### src/rtl/ntp_offset_delay_calc_top_defines.svh
// Assertion macros for the NTP offset and delay block.
`ifndef NTP_OFFSET_DELAY_CALC_TOP_DEFINES_SVH
`define NTP_OFFSET_DELAY_CALC_TOP_DEFINES_SVH

`ifndef SYNTH

`define ODC_ASSERT_IMPLY(lbl, clk, rst, ante, cons) \
   lbl: assert property (@(posedge clk) disable iff (rst) (ante) |-> (cons)) \
      else $error("ntp_odc: implication check failed");

`define ODC_ASSERT_DELAY(lbl, clk, rst, ante, n, cons) \
   lbl: assert property (@(posedge clk) disable iff (rst) (ante) |-> ##n (cons)) \
      else $error("ntp_odc: delayed check failed");

`else

`define ODC_ASSERT_IMPLY(lbl, clk, rst, ante, cons)

`define ODC_ASSERT_DELAY(lbl, clk, rst, ante, n, cons)

`endif

`endif

### src/rtl/ntp_odc_pkg.sv
`default_nettype none

package ntp_odc_pkg;

   localparam logic [31:0] EPOCH_SHIFT = 32'h83aa7e80;
   localparam logic [19:0] US_PER_SEC  = 20'd1000000;
   localparam logic [12:0] FRAC_MUL    = 13'd4294;
   localparam logic [10:0] FRAC_COR    = 11'd1981;
   localparam logic [9:0]  USEC_COR    = 10'd759;
   localparam logic [15:0] USEC_RND    = 16'd32768;

   typedef struct packed {
      logic [31:0] orig_ntp_sec;
      logic [31:0] orig_ntp_frac;
      logic [31:0] recv_ntp_sec;
      logic [31:0] recv_ntp_frac;
      logic [31:0] xmit_ntp_sec;
      logic [31:0] xmit_ntp_frac;
      logic [31:0] dest_unix_sec;
      logic [19:0] dest_usec;
   } req_type;

   typedef struct packed {
      logic [31:0] t1_sec;
      logic [31:0] t2_sec;
      logic [31:0] t3_sec;
      logic [31:0] dest_sec;
      logic [19:0] t1_us;
      logic [19:0] t2_us;
      logic [19:0] t3_us;
      logic [19:0] dest_us;
      logic [31:0] dest_frac;
   } conv_type;

   typedef struct packed {
      logic signed [33:0] off_sec;
      logic signed [33:0] dly_sec;
      logic signed [21:0] off_us;
      logic signed [21:0] dly_us;
      logic [19:0]        fix_us;
      logic [31:0]        dest_sec;
   } diff_type;

   typedef struct packed {
      logic signed [63:0] off_num;
      logic signed [63:0] dly;
      logic signed [32:0] half_sec;
      logic signed [22:0] half_rem;
      logic [19:0]        fix_us;
      logic [31:0]        dest_sec;
   } scale_type;

   function automatic logic [19:0] frac_to_usec(input logic [31:0] x);
      logic [22:0] rnd;
      logic [6:0]  corr;
      logic [15:0] sub;
      rnd  = {1'b0, x[31:10]} + {7'd0, USEC_RND};
      corr = rnd[22:16];
      sub  = {6'd0, USEC_COR} * {9'd0, corr};
      return x[31:12] - {4'd0, sub};
   endfunction

   function automatic logic [31:0] usec_to_frac(input logic [19:0] u);
      logic [32:0] hi;
      logic [30:0] lo;
      hi = {20'd0, FRAC_MUL} * {13'd0, u};
      lo = {20'd0, FRAC_COR} * {11'd0, u};
      return hi[31:0] + {12'd0, lo[30:11]};
   endfunction

endpackage

`default_nettype wire

### src/rtl/ntp_offset_delay_calc_top.sv
// Channel    Ports                 Dir  Handshake
// request    start, busy, req_*    in   taken when start is high and busy is low
// response   rsp_valid, rsp_*      out  one-cycle strobe, no back-pressure
//
// A request is taken in any cycle outside reset; it passes the input register and
// the conv, diff, scale and norm stages, and a new request may follow every cycle.
// The stage that sets the clock is the 34 x 21 bit seconds-to-microseconds multiply.
// Reset is synchronous and clears all valid flags; busy is high only during reset.
// The receiver cannot stall, so nothing ever waits inside the pipeline.
`default_nettype none

`include "ntp_offset_delay_calc_top_defines.svh"

module ntp_offset_delay_calc_top (
   input  wire logic         clock,
   input  wire logic         reset,
   input  wire logic         start,
   output logic              busy,
   input  wire logic [31:0]  req_orig_ntp_sec,
   input  wire logic [31:0]  req_orig_ntp_frac,
   input  wire logic [31:0]  req_recv_ntp_sec,
   input  wire logic [31:0]  req_recv_ntp_frac,
   input  wire logic [31:0]  req_xmit_ntp_sec,
   input  wire logic [31:0]  req_xmit_ntp_frac,
   input  wire logic [31:0]  req_dest_unix_sec,
   input  wire logic [19:0]  req_dest_usec,
   output logic              rsp_valid,
   output logic signed [63:0] rsp_offset_us,
   output logic signed [63:0] rsp_delay_us,
   output logic signed [63:0] rsp_new_sec,
   output logic [19:0]       rsp_new_usec
);

   logic                   in_vld_ff, in_vld_in;
   ntp_odc_pkg::req_type   in_ff, in_in;
   logic                   conv_vld;
   ntp_odc_pkg::conv_type  conv;
   logic                   diff_vld;
   ntp_odc_pkg::diff_type  diff;
   logic                   scale_vld;
   ntp_odc_pkg::scale_type scale;

   assign busy      = reset;
   assign in_vld_in = start & ~busy;

   always_comb begin
      in_in.orig_ntp_sec  = req_orig_ntp_sec;
      in_in.orig_ntp_frac = req_orig_ntp_frac;
      in_in.recv_ntp_sec  = req_recv_ntp_sec;
      in_in.recv_ntp_frac = req_recv_ntp_frac;
      in_in.xmit_ntp_sec  = req_xmit_ntp_sec;
      in_in.xmit_ntp_frac = req_xmit_ntp_frac;
      in_in.dest_unix_sec = req_dest_unix_sec;
      in_in.dest_usec     = req_dest_usec;
   end

   always_ff @(posedge clock) begin
      if (reset) begin
         in_vld_ff <= 1'b0;
      end else begin
         in_vld_ff <= in_vld_in;
      end
   end

   always_ff @(posedge clock) begin
      in_ff <= in_in;
   end

   ntp_odc_conv u_conv (
      .clock    (clock),
      .reset    (reset),
      .in_vld   (in_vld_ff),
      .req      (in_ff),
      .conv_vld (conv_vld),
      .conv     (conv)
   );

   ntp_odc_diff u_diff (
      .clock    (clock),
      .reset    (reset),
      .conv_vld (conv_vld),
      .conv     (conv),
      .diff_vld (diff_vld),
      .diff     (diff)
   );

   ntp_odc_scale u_scale (
      .clock     (clock),
      .reset     (reset),
      .diff_vld  (diff_vld),
      .diff      (diff),
      .scale_vld (scale_vld),
      .scale     (scale)
   );

   ntp_odc_norm u_norm (
      .clock      (clock),
      .reset      (reset),
      .scale_vld  (scale_vld),
      .scale      (scale),
      .rsp_vld    (rsp_valid),
      .rsp_offset (rsp_offset_us),
      .rsp_delay  (rsp_delay_us),
      .rsp_sec    (rsp_new_sec),
      .rsp_usec   (rsp_new_usec)
   );

   `ODC_ASSERT_IMPLY(a_usec_range, clock, reset, rsp_valid, rsp_new_usec < ntp_odc_pkg::US_PER_SEC)
   `ODC_ASSERT_DELAY(a_req_to_rsp, clock, reset, start && !busy, 5, rsp_valid)
   `ODC_ASSERT_IMPLY(a_rsp_from_req, clock, reset, rsp_valid, $past(start && !busy, 5))

endmodule

`default_nettype wire

### src/rtl/ntp_odc_conv.sv
`default_nettype none

module ntp_odc_conv (
   input  wire logic                 clock,
   input  wire logic                 reset,
   input  wire logic                 in_vld,
   input  wire ntp_odc_pkg::req_type req,
   output logic                      conv_vld,
   output ntp_odc_pkg::conv_type     conv
);

   logic                  vld_ff;
   ntp_odc_pkg::conv_type conv_ff;
   ntp_odc_pkg::conv_type conv_in;

   always_comb begin
      conv_in.t1_sec    = req.orig_ntp_sec - ntp_odc_pkg::EPOCH_SHIFT;
      conv_in.t2_sec    = req.recv_ntp_sec - ntp_odc_pkg::EPOCH_SHIFT;
      conv_in.t3_sec    = req.xmit_ntp_sec - ntp_odc_pkg::EPOCH_SHIFT;
      conv_in.dest_sec  = req.dest_unix_sec;
      conv_in.t1_us     = ntp_odc_pkg::frac_to_usec(req.orig_ntp_frac);
      conv_in.t2_us     = ntp_odc_pkg::frac_to_usec(req.recv_ntp_frac);
      conv_in.t3_us     = ntp_odc_pkg::frac_to_usec(req.xmit_ntp_frac);
      conv_in.dest_us   = req.dest_usec;
      conv_in.dest_frac = ntp_odc_pkg::usec_to_frac(req.dest_usec);
   end

   always_ff @(posedge clock) begin
      if (reset) begin
         vld_ff <= 1'b0;
      end else begin
         vld_ff <= in_vld;
      end
   end

   always_ff @(posedge clock) begin
      conv_ff <= conv_in;
   end

   assign conv_vld = vld_ff;
   assign conv     = conv_ff;

endmodule

`default_nettype wire

### src/rtl/ntp_odc_diff.sv
`default_nettype none

module ntp_odc_diff (
   input  wire logic                  clock,
   input  wire logic                  reset,
   input  wire logic                  conv_vld,
   input  wire ntp_odc_pkg::conv_type conv,
   output logic                       diff_vld,
   output ntp_odc_pkg::diff_type      diff
);

   logic                  vld_ff;
   ntp_odc_pkg::diff_type diff_ff;
   ntp_odc_pkg::diff_type diff_in;

   logic signed [33:0] s1, s2, s3, s4;
   logic signed [21:0] u1, u2, u3, u4;

   always_comb begin
      s1 = $signed({2'b00, conv.t1_sec});
      s2 = $signed({2'b00, conv.t2_sec});
      s3 = $signed({2'b00, conv.t3_sec});
      s4 = $signed({2'b00, conv.dest_sec});
      u1 = $signed({2'b00, conv.t1_us});
      u2 = $signed({2'b00, conv.t2_us});
      u3 = $signed({2'b00, conv.t3_us});
      u4 = $signed({2'b00, conv.dest_us});
      diff_in.off_sec  = (s2 - s1) + (s3 - s4);
      diff_in.dly_sec  = (s2 - s1) + (s4 - s3);
      diff_in.off_us   = (u2 - u1) + (u3 - u4);
      diff_in.dly_us   = (u2 - u1) + (u4 - u3);
      diff_in.fix_us   = ntp_odc_pkg::frac_to_usec(conv.dest_frac);
      diff_in.dest_sec = conv.dest_sec;
   end

   always_ff @(posedge clock) begin
      if (reset) begin
         vld_ff <= 1'b0;
      end else begin
         vld_ff <= conv_vld;
      end
   end

   always_ff @(posedge clock) begin
      diff_ff <= diff_in;
   end

   assign diff_vld = vld_ff;
   assign diff     = diff_ff;

endmodule

`default_nettype wire

### src/rtl/ntp_odc_scale.sv
`default_nettype none

module ntp_odc_scale (
   input  wire logic                  clock,
   input  wire logic                  reset,
   input  wire logic                  diff_vld,
   input  wire ntp_odc_pkg::diff_type diff,
   output logic                       scale_vld,
   output ntp_odc_pkg::scale_type     scale
);

   localparam logic signed [20:0] US_SGN = $signed({1'b0, ntp_odc_pkg::US_PER_SEC});

   logic                   vld_ff;
   ntp_odc_pkg::scale_type scale_ff;
   ntp_odc_pkg::scale_type scale_in;

   logic signed [63:0] off_prod;
   logic signed [63:0] dly_prod;
   logic [19:0]        odd_us;

   always_comb begin
      off_prod = $signed(diff.off_sec) * US_SGN;
      dly_prod = $signed(diff.dly_sec) * US_SGN;
      odd_us   = diff.off_sec[0] ? ntp_odc_pkg::US_PER_SEC : 20'd0;
      scale_in.off_num  = off_prod + 64'($signed(diff.off_us));
      scale_in.dly      = dly_prod + 64'($signed(diff.dly_us));
      scale_in.half_sec = diff.off_sec[33:1];
      scale_in.half_rem = $signed({3'b000, odd_us})
                        + $signed({diff.off_us[21], diff.off_us});
      scale_in.fix_us   = diff.fix_us;
      scale_in.dest_sec = diff.dest_sec;
   end

   always_ff @(posedge clock) begin
      if (reset) begin
         vld_ff <= 1'b0;
      end else begin
         vld_ff <= diff_vld;
      end
   end

   always_ff @(posedge clock) begin
      scale_ff <= scale_in;
   end

   assign scale_vld = vld_ff;
   assign scale     = scale_ff;

endmodule

`default_nettype wire

### src/rtl/ntp_odc_norm.sv
`default_nettype none

module ntp_odc_norm (
   input  wire logic                   clock,
   input  wire logic                   reset,
   input  wire logic                   scale_vld,
   input  wire ntp_odc_pkg::scale_type scale,
   output logic                        rsp_vld,
   output logic signed [63:0]          rsp_offset,
   output logic signed [63:0]          rsp_delay,
   output logic signed [63:0]          rsp_sec,
   output logic [19:0]                 rsp_usec
);

   localparam logic signed [22:0] US_1 = 23'(ntp_odc_pkg::US_PER_SEC);
   localparam logic signed [22:0] US_2 = 23'(2 * ntp_odc_pkg::US_PER_SEC);

   logic               vld_ff;
   logic signed [63:0] offset_ff, offset_in;
   logic signed [63:0] delay_ff;
   logic signed [63:0] sec_ff, sec_in;
   logic [19:0]        usec_ff, usec_in;

   logic               neg;
   logic [63:0]        off_sum;
   logic signed [21:0] half_w;
   logic signed [22:0] tot_us;
   logic signed [22:0] rem_us;
   logic signed [2:0]  carry;

   always_comb begin
      neg       = scale.off_num[63];
      off_sum   = scale.off_num + {63'd0, neg};
      offset_in = $signed({off_sum[63], off_sum[63:1]});
      half_w    = $signed(scale.half_rem[22:1]) + $signed({21'd0, neg & scale.half_rem[0]});
      tot_us    = $signed({3'b000, scale.fix_us}) + $signed({half_w[21], half_w});
      priority if (tot_us < -US_1) begin
         carry  = -3'sd2;
         rem_us = tot_us + US_2;
      end else if (tot_us < 23'sd0) begin
         carry  = -3'sd1;
         rem_us = tot_us + US_1;
      end else if (tot_us < US_1) begin
         carry  = 3'sd0;
         rem_us = tot_us;
      end else if (tot_us < US_2) begin
         carry  = 3'sd1;
         rem_us = tot_us - US_1;
      end else begin
         carry  = 3'sd2;
         rem_us = tot_us - US_2;
      end
      usec_in = rem_us[19:0];
      sec_in  = $signed({32'd0, scale.dest_sec})
              + $signed({{31{scale.half_sec[32]}}, scale.half_sec})
              + $signed({{61{carry[2]}}, carry});
   end

   always_ff @(posedge clock) begin
      if (reset) begin
         vld_ff <= 1'b0;
      end else begin
         vld_ff <= scale_vld;
      end
   end

   always_ff @(posedge clock) begin
      offset_ff <= offset_in;
      delay_ff  <= scale.dly;
      sec_ff    <= sec_in;
      usec_ff   <= usec_in;
   end

   assign rsp_vld    = vld_ff;
   assign rsp_offset = offset_ff;
   assign rsp_delay  = delay_ff;
   assign rsp_sec    = sec_ff;
   assign rsp_usec   = usec_ff;

endmodule

`default_nettype wire

### config.mk
export PLATFORM = sky130hd
export DESIGN_NAME = ntp_offset_delay_calc_top
export DESIGN_NICKNAME = d
export VERILOG_FILES = /design/src/rtl/ntp_odc_pkg.sv /design/src/rtl/ntp_offset_delay_calc_top.sv /design/src/rtl/ntp_odc_conv.sv /design/src/rtl/ntp_odc_diff.sv /design/src/rtl/ntp_odc_scale.sv /design/src/rtl/ntp_odc_norm.sv
export VERILOG_INCLUDE_DIRS = /design/src /design/src/rtl
export SDC_FILE = /design/constraint.sdc
export NUM_CORES = 2
export LEC_CHECK = 0
export ABC_AREA = 1
export BUFFER_PORTS_ARGS = -buffer_cell sky130_fd_sc_hd__buf_2
export CORE_MARGIN = 4
export CORE_UTILIZATION = 63
export CTS_BUF_LIST = sky130_fd_sc_hd__clkbuf_8 sky130_fd_sc_hd__clkbuf_16
export DETAILED_ROUTE_END_ITERATION = 7
export HOLD_SLACK_MARGIN = 0.03
export MAX_ROUTING_LAYER = met4
export PLACE_DENSITY_LB_ADDON = 0.15
export SETUP_SLACK_MARGIN = 0.05
export SLEW_MARGIN = 10
export SYNTH_ARGS = -nofsm -noshare
export SYNTH_HDL_FRONTEND = slang
export SYNTH_SLANG_ARGS = --single-unit
### constraint.sdc
create_clock -name clock -period 8.9 [get_ports clock]
set_input_delay 1.78 -clock clock [delete_from_list [all_inputs] [get_ports clock]]
set_output_delay 1.78 -clock clock [all_outputs]
set_load 0.005 [all_outputs]
==> results.txt <==
Via count = 63163
Postcts setup bufs = 0
PortBufs = 424
Final worst slack = 0.7877 ns
Crit-path slowest cell = fa_1
Non-Filler Instances = 11536
Nets = 11939
H-tree levels = 3
Post-Route WL = 209400 µm
Global Route Usage Sum = 0.3211
Vias per inst = 5.475
Overflow after GRT = 0
DP Worst Slack = 0.6284 ns
# placed instances = 11347
Met2 WL = 94770 µm
CP max stage delay = 0.47 ns
Syn Inst Count = 9334
RSZ-0062 raised after global routing = false
FMAX = 0.1233 GHz
Vias in the first global route = 63343
Status = finished clean
Worst path buffer plus inverter count = 8
Pin count of the biggest net entering global routing = 37
Yosys cell types = 69
Rel. slew slack = 0.2174
Drt pass-1 iters = 8
CP Launch Type = flop
Fin area = 88080 µm²
DR WL/cell = 18.15 µm
Yosys Warn Count = 0
Syn_nets = 11473
Initial core utilization = 0.6375
Placer Congestion = 0.9997
DIE WIDTH = 365.6 µm
Worst Path Arrival = 8.77 ns
Post-synth top flop = dfxtp_1
Final Cycle Share = 0.9115
Worst-Margin Slew = 1.159 ns
Clk root buf = clkbuf_16
Final hold vios = 0
TritonCTS sink count = 989
DR iter-0 viols = 4145
Worst-skew pair later-pin latency = 0.77 ns
FF+latch count, synth = 989
Worst-path clk slew = 0.07 ns
Layout cells sized above 1 = 0.07254
Clock Skew = 0.09955 ns
Fraction of registers with async set/reset = 0
Top Metal Used = met4
Crit-path most repeated cell = nand2_1
Fin crit period = 8.112 ns
Initial antenna violation count = 8
Core Region = 126400 µm²
Drc violations = 0
Mapped cell area = 80570 µm²
Row count = 130
Die height = 365.6 µm
CP Max Fanout = 6
CTS max path bufs = 3
Remaining antenna violation count after routing = 0
Setup total negative slack = 0 ns
Avg Inst Size Synth = 8.631 µm²
Post-synth EDFFs = 0
Full die area = 133700 µm²
WL met1 = 94460 µm
DP HPWL = 180100 µm
Final Max Tran Viols = 0
Critical Path RT = 9.56 ns
Fillers = 10173
DP Area = 84440 µm²
Metal3 WL = 14870 µm
Ports = 461
Layout area overhead = 9.329%
CTS tree = yes
Seq/Total Area, Yosys = 0.2457
Finish-stage setup viols = 0
CP delay by family, top = simple AND/OR/NAND/NOR gates
First-pass GRT wire length = 331800 µm
Hold crit path type = flop to flop
Setup crit end kind = flop
TritonCTS buffer count = 101
Critical path class = flop to flop
Max cap viols = 0
-- per-layer routing --
| layer | vias to the layer above | track usage |
|---|---|---|
| li1 | 31160 | - |
| met1 | 29830 | 0.4343 |
| met2 | 1856 | 0.5080 |
| met3 | 317 | 0.05070 |
| met4 | 0 | 0.07862 |
| met5 | - | - |
-- synth_stat cells (20+ instances only) --
master	number	area [µm²]
nand2_1	1199	4501
a21boi_0	20	150.1
a21oi_1	782	3914
nand3_1	260	1301
buf_4	40	300.3
nand2_2	20	125.1
a21o_1	30	225.2
fa_1	609	12190
o221ai_1	27	236.5
o21ai_0	334	1672
o21a_1	41	307.8
o21bai_1	24	180.2
clkbuf_1	40	150.1
nor2_1	540	2027
o211ai_1	38	285.3
nand4_1	65	406.6
o31ai_1	24	180.2
ha_1	1283	16050
xnor2_1	242	2120
nor3_1	93	465.5
dfxtp_1	989	19800
a31oi_1	117	732.0
nor4_1	35	219.0
xor2_1	589	5159
inv_2	22	82.58
inv_1	1698	6374
o21ai_1	28	140.1
-- state kept, by name (all words and copies together) (netlist names) --
register           cells
u_conv.conv          228
u_scale.scale        212
in_ff                208
u_diff.diff          162
u_norm.rsp_offset     63
u_norm.rsp_delay      56
u_norm.rsp_sec        35
u_norm.rsp_usec       20
in_vld_ff              1
u_conv.conv_vld        1
u_diff.diff_vld        1
u_norm.rsp_vld         1
u_scale.scale_vld      1
-- final timing paths --
kind | cells after the start | start | slack, ns | endpoint
max reg2reg | 48 | u_scale.scale[234] | 0.79 | u_norm.rsp_sec[25]
min reg2reg | 0 | in_ff[20] | 0.30 | u_conv.conv[112]
min | 0 | in_ff[20] | 0.30 | u_conv.conv[112]
max | 48 | u_scale.scale[234] | 0.79 | u_norm.rsp_sec[25]
-- cell usage in the layout (no fill, tap or decap), drive strengths merged, types with 11 or more instances in the layout --
master | Yosys | final
a211oi | 12 | 12
buf | 44 | 447
nor4 | 35 | 35
clkinv | 3 | 29
o211ai | 39 | 39
nand2 | 1229 | 1229
a21oi | 788 | 788
xor2 | 590 | 590
o21ai | 365 | 365
o31ai | 24 | 24
ha | 1283 | 1283
o21bai | 24 | 24
a221oi | 14 | 14
dfxtp | 989 | 989
inv | 1721 | 1744
nand4 | 66 | 66
nand3 | 266 | 266
fa | 609 | 609
o21a | 41 | 41
o221ai | 27 | 27
nor2 | 552 | 552
clkbuf | 40 | 115
nand3b | 11 | 11
a21boi | 27 | 27
a21o | 30 | 30
bufinv | 0 | 11
clkinvlp | 0 | 12
xnor2 | 244 | 244
a31oi | 117 | 117
nor3 | 94 | 94
-- logic make-up after synthesis --
logic type               after synthesis  synth area share
AO/OA/AOI/OAI                       1534            0.1070
XOR/XNOR                             834           0.09108
adder cells (fa/ha/maj)             1892            0.3506
buffers and inverters               1808           0.08633
flip-flops                           989            0.2457
multiplexers                           2         0.0002640
AND/OR/NAND/NOR                     2275            0.1190
-- cell type report --
cell class | instances | area [µm²] | share of cell area
Multi-Input combinational cell | 6537 | 53820 | 0.6110
Inverter | 1724 | 6474 | 0.07350
Sequential cell | 989 | 19800 | 0.2248
Antenna cell | 2 | 5.005 | 0.00005682
Clock inverter | 72 | 905.9 | 0.01028
Timing Repair Buffer | 447 | 2295 | 0.02605
Tap cell | 1650 | 2064 | 0.02344
Clock buffer | 115 | 2720 | 0.03088
-- stage by stage --
step             util  hold WS (ns)
2_1_floorplan       -        0.3096
3_3_place_gp   0.6682        0.3096
3_5_place_dp   0.6682        0.3121
4_1_cts        0.6968        0.2980
5_1_grt        0.6969        0.2937
6_report       0.6969        0.2992
-- worst register-to-register path: cells and delay by family, from the launching register on --
family                     cells  cell delay [ns]
AOI/OAI and AO/OA             11             2.15
xor gates and xnor gates       2             0.29
adders and majority gates      5             1.47
buffers and inverters          8             0.71
DFF                            1             0.45
and+or+nand+nor               22             2.98
-- timing repair --
item	4_1_cts	5_1_grt
endpoints found under the setup margin	0	5
resized for setup	0	3
hold buffers	0	0
Power is left out: the tool's default activity adds up to more than one toggle a clock period on the data nets, which glitch-free logic cannot reach.
